[src/rtl/core/bsi_pkg.sv]
// ----------------------------------------------------------------------------
// Bilinear surface interpolator package
// Shared widths, operation codes, extrapolation modes and a saturation helper.
// ----------------------------------------------------------------------------
package bsi_pkg;

  localparam int MAX_X_NODES = 16;
  localparam int MAX_Y_NODES = 16;
  localparam int XIDX_W      = $clog2(MAX_X_NODES);
  localparam int YIDX_W      = $clog2(MAX_Y_NODES);
  localparam int ZADDR_W     = XIDX_W + YIDX_W;
  localparam int CNT_W       = 5;

  localparam int DATA_W      = 32;
  localparam int DIFF_W      = DATA_W + 1;
  localparam int NUM_W       = DIFF_W + 16;
  localparam int MULB_W      = 17;
  localparam int PROD_W      = DIFF_W + MULB_W;
  localparam int ACC_W       = PROD_W + 16;
  localparam int RND_W       = ACC_W - 16;
  localparam int SUM_W       = RND_W + 1;

  localparam logic [1:0] OP_QUERY = 2'd0;
  localparam logic [1:0] OP_WR_X  = 2'd1;
  localparam logic [1:0] OP_WR_Y  = 2'd2;
  localparam logic [1:0] OP_WR_Z  = 2'd3;

  localparam logic [1:0] MODE_ZERO  = 2'd0;
  localparam logic [1:0] MODE_FLAT  = 2'd1;
  localparam logic [1:0] MODE_BILIN = 2'd2;

  localparam logic [1:0] CFG_X_COUNT = 2'd0;
  localparam logic [1:0] CFG_Y_COUNT = 2'd1;
  localparam logic [1:0] CFG_EXTRAP  = 2'd2;

  typedef logic signed [DATA_W-1:0] q16_t;

  function automatic q16_t sat_sum(input logic signed [SUM_W-1:0] v);
    q16_t r;
    if (v > SUM_W'(signed'(32'sh7FFFFFFF))) begin
      r = 32'sh7FFFFFFF;
    end else if (v < -SUM_W'(64'sh80000000)) begin
      r = 32'sh80000000;
    end else begin
      r = v[DATA_W-1:0];
    end
    return r;
  endfunction

endpackage

[src/rtl/core/bsi_mul.sv]
// ----------------------------------------------------------------------------
// Shared multiplier
// Signed 33 by 17 bit multiplier with a registered product.
// ----------------------------------------------------------------------------
module bsi_mul (
  input  logic                                 clk,
  input  logic signed [bsi_pkg::DIFF_W-1:0]    mul_a,
  input  logic signed [bsi_pkg::MULB_W-1:0]    mul_b,
  output logic signed [bsi_pkg::PROD_W-1:0]    prod
);
  import bsi_pkg::*;

  logic signed [PROD_W-1:0] prod_r;

  always_ff @(posedge clk) begin
    prod_r <= PROD_W'(mul_a) * PROD_W'(mul_b);
  end

  assign prod = prod_r;

endmodule

[config.mk]
export PLATFORM = sky130hd
export DESIGN_NAME = bsi_mul
export DESIGN_NICKNAME = d
export VERILOG_FILES = /design/src/rtl/core/bsi_pkg.sv /design/src/rtl/core/bsi_mul.sv
export SDC_FILE = /design/constraint.sdc
export NUM_CORES = 2
export LEC_CHECK = 0
export BUFFER_PORTS_ARGS = -buffer_cell sky130_fd_sc_hd__buf_2
export CAP_MARGIN = 20
export CORE_MARGIN = 2
export CORE_UTILIZATION = 40
export DETAILED_ROUTE_END_ITERATION = 8
export PLACE_DENSITY = 0.53
export SYNTH_ARGS = -nofsm -noshare
export SYNTH_HDL_FRONTEND = slang
export SYNTH_SLANG_ARGS = --single-unit
[constraint.sdc]
create_clock -name clk -period 7.29 [get_ports clk]
set_clock_uncertainty 0.05 [all_clocks]
set_input_delay 0.729 -clock clk [delete_from_list [all_inputs] [get_ports clk]]
set_output_delay 0.729 -clock clk [all_outputs]
set_load 0.02 [all_outputs]
Word level (Yosys, flattened, before mapping). Cells that the tools add are included.

Word-level logic and storage cells: 2. Bits in registers: 50. Bits of input ports: 51. Output and inout bits: 50.

Multipliers: 1.

Operators with widths (number): 33-bit by 17-bit multiplier with 50-bit output (1).

Longest topological paths before layout.
Word-level depth: 1. Gate-level depth with buffers: 25. Gate-level depth less buffers: 24.

Least setup slack after synthesis. No wires, ideal clock.

Kind: input to register. Start point: input port mul_b[2] in the netlist's numbering. End point: register prod_r[45], in the netlist prod[45]. Arrival: 6.063 ns. Library setup time: 0.124 ns. Slack: 1.053 ns. Required time: 7.116 ns. Stages on the path: 23. Path buffers: 1. Path through: clkbuf_1 > nand2_1 > fa_1 > inv_1 > fa_1 > inv_1 > fa_1 > inv_1 > fa_1 > fa_1 > inv_1 > fa_1 > inv_1 > ha_1 > a21o_1 > a21o_2 > nor2_1 > and4bb_2 > a21oi_2 > a31o_4 > a31o_4 > a21oi_2 > xnor2_1.

Word-level cells in the longest chain between the ends: 1.

Ends and longest elaborated chain: start, declared (line bsi_mul.sv:8) `input logic signed [bsi_pkg::MULB_W-1:0] mul_b,`; 33-bit by 17-bit multiplier with 50-bit output (line bsi_mul.sv:16) `prod_r <= PROD_W'(mul_a) * PROD_W'(mul_b);`; end signal, assigned (line bsi_mul.sv:16); end, declared (line bsi_mul.sv:13) `logic signed [PROD_W-1:0] prod_r;`.

Every way passes these cells.

Final worst setup path.
Start point: input port mul_b[3] in the netlist's numbering. End point: register prod_r[49], in the netlist prod[49].

The elaborated chain is that of the path after synthesis.

==> run metrics <==
total CTS buffers 5; setup tns final 0 ps; # diodes 0; post-synth top area share between 50 and 60%; DRC violations left 0; worst path arrival time between 7000 and 8000 ps; vias in the first global route ~16000; Hold Startpoint mul_a[0]; dpl hpwl about 44 mm; clk sinks 50; RSZ-0062 raised after global routing no; CORE AREA around 0.050 mm^2; critical path buffer and inverter count 5; remaining global-route overflow 0; Synth warnings 0; # resized after CTS 0; Post-synth EDFFs 0; filler instances 5045; Post-Synthesis Cells around 2200; nature of the critical path startpoint primary input; Yosys reg bits 50; clk slew on worst S/H paths 80 ps; count of final hold-check violations 0; status finished clean; TritonRoute pass-1 iters 5; Tcrit/Tclk final roughly 94%; Setup crit start mul_b[3]; most frequent cells in the layout 536 x fa_1, 511 x inv_1, 323 x nand2_1, 232 x and2_1, 117 x ha_1; critical path's top delay family adder cells; CTS Hold Bufs 0; Synth-to-Final Area Change 7.66%; Final nets ~2900; maximum number of pins on one net before global-route repair 34; die height roughly 230 um; crit path kind primary input to register; Largest stage delay, worst path between 500 and 600 ps; die width 228 um; post-synth top area cell fa_1; sequential element share of the synthesized area between 4 and 5%; Initial Util roughly two fifths; synth unique cells roughly 60; crit-path cells buf_2, nand2_1, fa_1, fa_1, inv_1, fa_1, fa_1, fa_1, inv_1, fa_1, inv_1, ha_1, buf_4, a21oi_1, o21ai_0, o211a_1, nor3_1, a21oi_2, a31o_4, a211oi_1, o21ai_1, xnor2_1; maximum clock frequency roughly 150 MHz; Setup Buffers After CTS 0; GRT Total Usage a little over a fifth; row cnt 82; largest cells by area after synthesis fa_1 53%, inv_1 9.6%, ha_1 7.3%, and2_1 7.2%, nand2_1 6.0%; DRT Wirelength ~51 mm; worst path required time 7470 ps; CTS tree done; max_cap viols 0; syn nets between 2000 and 3000; most common cell after layout, fill and taps aside fa_1; synthesized area per cell around 9.3 um^2; layout cells sized above 1 8.06%; initial antenna violation count 1; vias per cell 4.91; Max Transition Viols Final 0; Slowest cell on crit path buf_2; main flop type after synthesis dfxtp_1; final setup violation count 0; Initial DRC Count about 670; max reg flops 50; CTS Buffer Depth 2; total number of vias roughly 14000; slew margin rel. a little under 50%; first-pass GRT wire length between 80 and 90 mm; Worst Setup End Kind register; post-route minimum period between 6000 and 7000 ps; Max FO, Critical Path 29; Worst path depth 22; Synth Cell Area approximately 0.020 mm^2; asr flop ratio synth 0%; Die Area 0.0520 mm^2; Hold WC Path Type primary input to register; clk root buf clkbuf_16; Wirelength per Cell 17.8 um; crit path to prod[49]; antenna viol nets, final 0; Slew @ Worst Pin roughly 770 ps; routability cong. approximately 0.85; PortBufs 100; H-tree Lvls 2; CP most frequent cell fa_1; boundary pin count ~100
## synthesized netlist by cell type, types with 14 or more instances
library cell and number:
and2_1 232, dfxtp_1 50, ha_1 117, a21oi_1 43, a21o_1 15, nand2_1 323
clkbuf_1 85, fa_1 536, o21ai_0 18, xnor2_1 40, inv_1 511, nor2_1 48
nand2b_1 14
## metrics by stage
stage	area [um^2]	util, %	hold WS, ps	std cells	setup slack [ps]
after floorplan	20100	-	806	2154	1050
after global placement	21500	43.1	1090	2886	153
after detailed placement	21500	43.1	1100	2886	61.1
after CTS	21600	43.4	802	2894	428
after global routing	21600	43.4	821	2894	188
final	21600	43.4	820	2894	418
## area by class of cell
| cell class | count | area, um^2 | area share (%) |
|---|---|---|---|
| inverter | 512 | 1920 | 8.89 |
| clock buffer | 5 | 125 | 0.579 |
| sequential | 50 | 1000 | 4.63 |
| tap | 672 | 841 | 3.89 |
| timing repair buffer | 146 | 871 | 4.03 |
| multi-input combinational | 1506 | 16800 | 77.9 |
| clock inverter | 3 | 25.0 | 0.116 |
## kinds of logic (layout without fill, tap and decap cells)
family / Yosys count / count (layout) / share of synthesized area (%)
flops: 50 / 50 / 4.98
mux: 2 / 2 / 0.0997
compound gates: 135 / 135 / 4.72
xor+xnor: 50 / 50 / 2.18
buf+inv: 598 / 666 / 11.2
simple gates: 666 / 666 / 16.1
fa+ha+maj: 653 / 653 / 60.7
## metal layers
| metal | track usage, % | vias up | routed length [um] |
|---|---|---|---|
| met5 | 0 | - | 0 |
| met4 | 6.11 | 0 | 1280 |
| met3 | 1.86 | 55 | 1430 |
| met2 | 36.5 | 253 | 26100 |
| met1 | 28.1 | 7546 | 22600 |
| li1 | - | 6364 | - |
## how the worst min path moves through the flow
stage,endpoint,cells after the start
after CTS,prod[0],2
final,prod[0],2
after global routing,prod[0],2
after detailed placement,prod[44],1
after global placement,prod[43],1
after floorplan,prod[0],1
Power is left out: the tool's default activity adds up to more than one toggle a clock period on the data nets, which glitch-free logic cannot reach.
