===== config.mk =====
export PLATFORM = sky130hd
export DESIGN_NAME = bsi_div
export DESIGN_NICKNAME = d
export VERILOG_FILES = /design/src/rtl/core/bsi_pkg.sv /design/src/rtl/core/bsi_div.sv
export SDC_FILE = /design/constraint.sdc
export NUM_CORES = 1
export LEC_CHECK = 0
export ABC_AREA = 1
export BUFFER_PORTS_ARGS = -buffer_cell sky130_fd_sc_hd__buf_4
export CAP_MARGIN = 15
export CORE_MARGIN = 2
export CORE_UTILIZATION = 56
export CTS_BUF_LIST = sky130_fd_sc_hd__clkbuf_4 sky130_fd_sc_hd__clkbuf_8
export CTS_CLUSTER_DIAMETER = 120
export DETAILED_ROUTE_END_ITERATION = 6
export PLACE_DENSITY = 0.79
export SYNTH_ARGS = -nofsm -noshare
export SYNTH_HDL_FRONTEND = slang
export SYNTH_SLANG_ARGS = --single-unit

===== constraint.sdc =====
create_clock -name clk -period 2.65 [get_ports clk]
set_input_delay 0.265 -clock clk [delete_from_list [all_inputs] [get_ports clk]]
set_output_delay 0.265 -clock clk [all_outputs]
set_load 0.02 [all_outputs]

===== src/rtl/core/bsi_pkg.sv =====
// ----------------------------------------------------------------------------
// Bilinear surface interpolator package
// Shared widths, operation codes, extrapolation modes and a saturation helper.
// ----------------------------------------------------------------------------
package bsi_pkg;

  localparam int MAX_X_NODES = 16;
  localparam int MAX_Y_NODES = 16;
  localparam int XIDX_W      = $clog2(MAX_X_NODES);
  localparam int YIDX_W      = $clog2(MAX_Y_NODES);
  localparam int ZADDR_W     = XIDX_W + YIDX_W;
  localparam int CNT_W       = 5;

  localparam int DATA_W      = 32;
  localparam int DIFF_W      = DATA_W + 1;
  localparam int NUM_W       = DIFF_W + 16;
  localparam int MULB_W      = 17;
  localparam int PROD_W      = DIFF_W + MULB_W;
  localparam int ACC_W       = PROD_W + 16;
  localparam int RND_W       = ACC_W - 16;
  localparam int SUM_W       = RND_W + 1;

  localparam logic [1:0] OP_QUERY = 2'd0;
  localparam logic [1:0] OP_WR_X  = 2'd1;
  localparam logic [1:0] OP_WR_Y  = 2'd2;
  localparam logic [1:0] OP_WR_Z  = 2'd3;

  localparam logic [1:0] MODE_ZERO  = 2'd0;
  localparam logic [1:0] MODE_FLAT  = 2'd1;
  localparam logic [1:0] MODE_BILIN = 2'd2;

  localparam logic [1:0] CFG_X_COUNT = 2'd0;
  localparam logic [1:0] CFG_Y_COUNT = 2'd1;
  localparam logic [1:0] CFG_EXTRAP  = 2'd2;

  typedef logic signed [DATA_W-1:0] q16_t;

  function automatic q16_t sat_sum(input logic signed [SUM_W-1:0] v);
    q16_t r;
    if (v > SUM_W'(signed'(32'sh7FFFFFFF))) begin
      r = 32'sh7FFFFFFF;
    end else if (v < -SUM_W'(64'sh80000000)) begin
      r = 32'sh80000000;
    end else begin
      r = v[DATA_W-1:0];
    end
    return r;
  endfunction

endpackage


===== src/rtl/core/bsi_div.sv =====
// ----------------------------------------------------------------------------
// Serial signed divider
// Restoring division, one quotient bit per cycle, quotient saturated to 32 bits.
// ----------------------------------------------------------------------------
module bsi_div (
  input  logic                                 clk,
  input  logic                                 rst_n,
  input  logic                                 start,
  input  logic signed [bsi_pkg::NUM_W-1:0]     num,
  input  logic signed [bsi_pkg::DIFF_W-1:0]    den,
  output logic                                 busy,
  output logic                                 done,
  output bsi_pkg::q16_t                        quo
);
  import bsi_pkg::*;

  localparam int CW = $clog2(NUM_W);

  logic [NUM_W-1:0]  n_r;
  logic [DIFF_W:0]   rem_r;
  logic [DIFF_W-1:0] d_r;
  logic [CW-1:0]     cnt_r;
  logic              neg_r;
  logic              busy_r;
  logic              done_r;
  logic [DIFF_W:0]   rem_sh;
  logic              ge;

  assign rem_sh = {rem_r[DIFF_W-1:0], n_r[NUM_W-1]};
  assign ge     = rem_sh >= {1'b0, d_r};

  always_ff @(posedge clk) begin
    if (!rst_n) begin
      busy_r <= 1'b0;
      done_r <= 1'b0;
    end else begin
      done_r <= 1'b0;
      if (start) begin
        busy_r <= 1'b1;
        cnt_r  <= '0;
        rem_r  <= '0;
        n_r    <= num[NUM_W-1] ? NUM_W'(-num) : num;
        d_r    <= den[DIFF_W-1] ? DIFF_W'(-den) : den;
        neg_r  <= num[NUM_W-1] ^ den[DIFF_W-1];
      end else if (busy_r) begin
        rem_r <= ge ? (rem_sh - {1'b0, d_r}) : rem_sh;
        n_r   <= {n_r[NUM_W-2:0], ge};
        cnt_r <= cnt_r + 1'b1;
        if (cnt_r == CW'(NUM_W - 1)) begin
          busy_r <= 1'b0;
          done_r <= 1'b1;
        end
      end
    end
  end

  always_comb begin
    if (neg_r) begin
      quo = (n_r > NUM_W'(64'h80000000)) ? 32'sh80000000 : DATA_W'(-n_r);
    end else begin
      quo = (n_r > NUM_W'(64'h7FFFFFFF)) ? 32'sh7FFFFFFF : n_r[DATA_W-1:0];
    end
  end

  assign busy = busy_r;
  assign done = done_r;

`ifndef SYNTHESIS
  a_done_after_busy: assert property (@(posedge clk) disable iff (!rst_n)
    done_r |-> $past(busy_r)) else $error("divider done without a run");
  a_start_idle: assert property (@(posedge clk) disable iff (!rst_n)
    start |-> !busy_r) else $error("divider restarted while busy");
  a_done_clears: assert property (@(posedge clk) disable iff (!rst_n)
    done_r |-> !busy_r) else $error("divider busy after completion");
`endif

endmodule


Word level (Yosys, flattened, before mapping)
Cells that the tools add are included.
{"block": "op_classes", "eq_ne": 1, "n_addsub": 5, "bitwise_logic": 3, "n_mux": 14, "n_lt_le_gt_ge": 3, "n_reduce_logical": 4}
{"cell": "two-way mux 49 bit", "count": 3}
{"cell": "two-way mux 32 bit", "count": 4}
{"cell": "two-way mux 33 bit", "count": 2}
{"cell": "greater-than comparator 49 x 31 -> 1 bit, second input constant", "count": 1}
{"cell": "greater-than comparator 49 x 32 -> 1 bit, second input constant", "count": 1}
{"cell": "negation 49 bit", "count": 1}
{"cell": ">= comparator 34 x 33 -> 1 bit", "count": 1}
{"cell": "negation 33 bit", "count": 1}
{"cell": "subtractor 33 bit", "count": 1}
{"cell": "negation 32 bit", "count": 1}
{"cell": "adder 6 x 1 -> 6 bit, second input constant", "count": 1}
{"cell": "equality test 6 bit, second input constant", "count": 1}
{"cell": "two-way mux 6 bit", "count": 1}
{"cell": "two-way mux 1 bit", "count": 4}
{"cell": "AND reduction 2 bit", "count": 2}
{"cell": "OR reduction 3 bit", "count": 1}
{"cell": "inverter 1 bit", "count": 2}
{"cell": "nonzero test 2 bit", "count": 1}
{"cell": "XOR 1 bit", "count": 1}
{"block": "word_totals", "in_bits": 85, "out_inout_bits": 34, "reg_bits": 124}

Depth between registers and ports, before layout
{"block": "logic_depth", "ltp_word": 4, "mapped_depth": 16}

Worst setup path before layout
OpenSTA, ideal clock, no wires.
{"block": "synth_timing", "path_kind": "flip-flop to flip-flop", "startpoint": "register busy_r (netlist: busy)", "endpoint": "register cnt_r[0], enable pin", "arrival_ps": 2405, "synth_period_minus_slack_ps": 2855, "path_stages_with_launch": 3, "path_slack_ps": -205, "setup_ps": 450, "path_buffers": 0, "cell_sequence": "dfxtp_1 > nand2_1 > nand2_1"}
{"block": "synth_between", "elab_chain_cells": 2}
{"element": "start: declaration", "line_no": "bsi_div.sv:24", "text": "logic busy_r;"}
{"element": "start signal: assignment", "line_no": "bsi_div.sv:34", "text": "busy_r <= 1'b0;"}
{"element": "start signal: assignment", "line_no": "bsi_div.sv:39", "text": "busy_r <= 1'b1;"}
{"element": "start signal: assignment", "line_no": "bsi_div.sv:50", "text": "busy_r <= 1'b0;"}
{"element": "nonzero test 2 bit (no line)"}
{"element": "AND reduction 2 bit (no line)"}
{"element": "end signal: assignment", "line_no": "bsi_div.sv:48", "text": "cnt_r <= cnt_r + 1'b1;"}
{"element": "end: declaration", "line_no": "bsi_div.sv:22", "text": "logic [CW-1:0] cnt_r;"}
Every way passes these cells.
A chain may end at the register's enable or synchronous reset.

Final worst setup path
{"block": "layout_timing", "startpoint": "register neg_r", "endpoint": "output quo[2]"}
{"block": "layout_between", "elab_chain_cells": 1}
{"element": "start: declaration", "line_no": "bsi_div.sv:23", "text": "logic neg_r;"}
{"element": "start signal: assignment", "line_no": "bsi_div.sv:44", "text": "neg_r <= num[NUM_W-1] ^ den[DIFF_W-1];"}
{"element": "two-way mux 32 bit", "line_no": "bsi_div.sv:58", "text": "if (neg_r) begin"}
{"element": "end: declaration", "line_no": "bsi_div.sv:13", "text": "output bsi_pkg::q16_t quo"}
Every way passes these cells.

==> flow_summary_export.csv <==
group,metric,value,unit
power_and_ir_drop,p_per_area,502,nW/um^2
timing,worst_pin_slew,0.523,ns
grt,grt_max_degree,48,
run_status,status,"complete, but fails checks",
grt,grt_pass1_wl,57.6,mm
timing,slew_violations,0,
worst_setup_path,path_class,"flip-flop to output pin",
route,wl_per_cell,16.9,um
worst_setup_path,endpoint_kind,"output pin",
timing,slew_headroom,0.650,
timing,layout_min_cycle_time,2.76,ns
cts,cts_tree,"built",
cts,clk_latency,0.46,ns
worst_setup_path,critical_path_arrival,2.49,ns
power_and_ir_drop,p_int,4350,uW
cts,clockBufferDepth,2,
place,dp_slack,0.115,ns
yosys,synth.distinct_cells,45,
grt,antenna_found_initial,0,
final_layout,fin_nets,2114,
final_layout,post_layout_nonfiller_instances,2272,
worst_setup_path,path_cells,"clkinv_1 -> buf_4 -> nor2_1 -> xor2_1 -> a21oi_1 -> buf_4",
yosys,synth_flop_cell,"edfxtp_1",
yosys,netlist_area,11800,um^2
route,wirelength,38.3,mm
timing,hold_viol_final,0,
yosys,postSynthCellCount,1818,
final_layout,final_util,0.701,
power_and_ir_drop,p_total,7190,uW
cts,root_buffer,"clkbuf_8",
route,viasPerCell,5.55,
worst_setup_path,crit_fanout,20,
cts,cts_sinks,124,
yosys,ys_ff_latch,124,
power_and_ir_drop,sw_frac_of_total,0.395,
power_and_ir_drop,pwr-share-comb,0.400,
timing,finalCritPeriodShare,1.04,
yosys,yosysTopAreaCell,"edfxtp_1",
route,drc,0,
route,vias,12600,
cts,cts_made_buffers,17,
cts,clk_pin_slew,0.09,ns
yosys,async_flop_share,0,
run_status,violations,"negative setup slack",
grt,track_usage,0.333,
power_and_ir_drop,p_clk_frac,0.237,
worst_setup_path,cpMostUsedCell,"buf_4",
die,start_util,0.575,
power_and_ir_drop,switchingPower,2840,uW
route,ant_nets,0,
die,num_rows,52,
hold_path,worstHoldPathType,"input pin to flip-flop",
route,drt_iter0_markers,1280,
timing,setup_ws,-0.107,ns
hold_path,hp-start,"den[20]",
timing,fin_setup_tns,-1.08,ns
power_and_ir_drop,p_leak,0.00701,uW
worst_setup_path,rr_startpoint,"n_r[48]",
yosys,netlist.area_leader.share,0.312,
worst_setup_path,crit_path_start_kind,"flip-flop",
power_and_ir_drop,p_seq_frac,0.363,
yosys,avgSynthCellArea,6.46,um^2
die,die_x,149,um
power_and_ir_drop,max-vdd-ir-drop,0.336,mV
timing,rsz0062_at_grt,"yes",
final_layout,syn_to_final_growth,22.0,%
worst_setup_path,critPathRequiredTime,2.38,ns
cts,cts.htree.levels,4,
die,core_area,20400,um^2
worst_setup_path,slowest_stage,"edfxtp_1",
place,gp_congestion,1.01,
flow_run,max_cap_viol_count,0,
yosys,syn_nets,1943,
place,dp.cells,2205,
timing,skew,0.0207,ns
die,ios,119,
yosys,yosys_warnings,0,
route,dr.pass1.iters,5,
grt,overflow,0,
yosys,synth_edf_count,122,
grt,grt_pass1_vias,11300,
place,dp_hpwl,28.7,mm
place,io_buffer_count,118,
worst_setup_path,slowest_delay,0.68,ns
timing,fmax,363,MHz
yosys,netlist_top_cells_area,"edfxtp_1 31%, nand2_1 19%, inv_1 8.7%",
worst_setup_path,cp-startpoint,"neg_r",
final_layout,drive_gt1_frac,0.171,
die,dieArea,22200,um^2
yosys,yosysSeqAreaShare,0.315,
die,fp.dieH,149,um
final_layout,num_antenna_cells,0,
timing,finalSetupViolCount,30,
-- path summary, 6_finish.rpt --
path              cells past startpoint  slack [ns]         to
hold reg to reg                       2        0.54       done
setup reg to reg                     16        0.15  rem_r[20]
setup / recovery                      6       -0.11     quo[2]
hold / removal                        3         0.1    d_r[20]
-- power groups by stage --
| stage | clock (uW) | combinational [uW] | sequential, uW |
|---|---|---|---|
| global placement | 0 | 2620 | 2620 |
| floorplan | 0 | 1830 | 2580 |
| CTS | 1720 | 2690 | 2590 |
| finish | 1710 | 2880 | 2610 |
| detailed placement | 0 | 2650 | 2630 |
| global route | 1790 | 3170 | 2620 |
-- flip-flops by register name, summed over array words and instances (netlist names) --
| name | cells |
|---|---|
| busy | 1 |
| cnt_r | 6 |
| d_r | 33 |
| rem_r | 33 |
| n_r | 49 |
| neg_r | 1 |
| done | 1 |
-- logic make-up (layout without fill, tap and decap cells) --
kind of cell	Yosys count	count (layout)	synth area share
DFF	124	124	0.315
xor gates and xnor gates	87	87	0.0648
buffers and inverters	327	511	0.108
AOI/OAI and AO/OA	132	132	0.0593
adders and majority gates	40	40	0.0432
and+or+nand+nor	1108	1108	0.409
-- through the flow --
stage          hold slack (ns)  area [um^2]
2_1_floorplan            0.364        11800
3_3_place_gp             0.456        13100
3_5_place_dp             0.459        13100
4_1_cts                 0.0773        13800
5_1_grt                 0.0920        14300
6_report                0.0992        14300
-- cells in the final DEF, fill, tap and decap left out, types with 17 or more instances in the layout --
| cell type | n |
|---|---|
| clkbuf_8 | 17 |
| inv_1 | 269 |
| buf_6 | 22 |
| buf_4 | 157 |
| nand3b_1 | 31 |
| nor3_1 | 27 |
| o21ai_0 | 56 |
| nand2_1 | 576 |
| nor2_1 | 228 |
| a21oi_1 | 31 |
| inv_2 | 18 |
| nand4_1 | 41 |
| edfxtp_1 | 122 |
| xor2_1 | 70 |
| nand3_1 | 109 |
| ha_1 | 38 |
-- layer usage --
| layer | vias to the layer above | track usage | part of all wire |
|---|---|---|---|
| li1 | 6121 | - | - |
| met1 | 5712 | 0.487 | 0.43 |
| met2 | 704 | 0.506 | 0.44 |
| met3 | 67 | 0.0654 | 0.11 |
| met4 | 0 | 0.0852 | 0.019 |
| met5 | - | 0 | 0 |
-- cell usage after synthesis, types with 3 or more instances --
library cell  instances
a21oi_1              32
a31oi_1               8
and2_1                4
buf_2                10
buf_6                 3
clkbuf_1             21
edfxtp_1            122
ha_1                 39
inv_1               273
inv_2                14
nand2_1             585
nand2_2              11
nand3_1             117
nand3b_1             31
nand4_1              41
nor2_1              242
nor2_2               13
nor3_1               33
nor3_2                3
nor3b_1               3
nor4_1                6
o21a_1                3
o21ai_0              60
o21ai_1              22
or2_2                 8
xnor2_1              16
xor2_1               71
-- critical path, delay by kind of cell, from the launching register on --
kind | cells | cell delay, ns
xor+xnor | 1 | 0.16
simple gates | 1 | 0.14
flops | 1 | 0.68
buf+inv | 3 | 0.96
compound gates | 1 | 0.08
-- area by class of cell --
class                   count  area, um^2
clock inverters            13         139
well taps                 270         338
inverters                 289        1080
flip-flops and latches    124        3700
fillers                  1799        6100
repair buffers            190        1640
clock buffers              19         249
multi-input cells        1367        7180
-- repair_timing --
action	in CTS	in global routing
hold buffers	2	0
buffers inserted	6	25
endpoints found under the hold margin	2	0
gates cloned	1	2
pin swaps	5	18
resized for setup	43	78
setup endpoints to repair	32	59
Power figures use the tool's default switching activity.
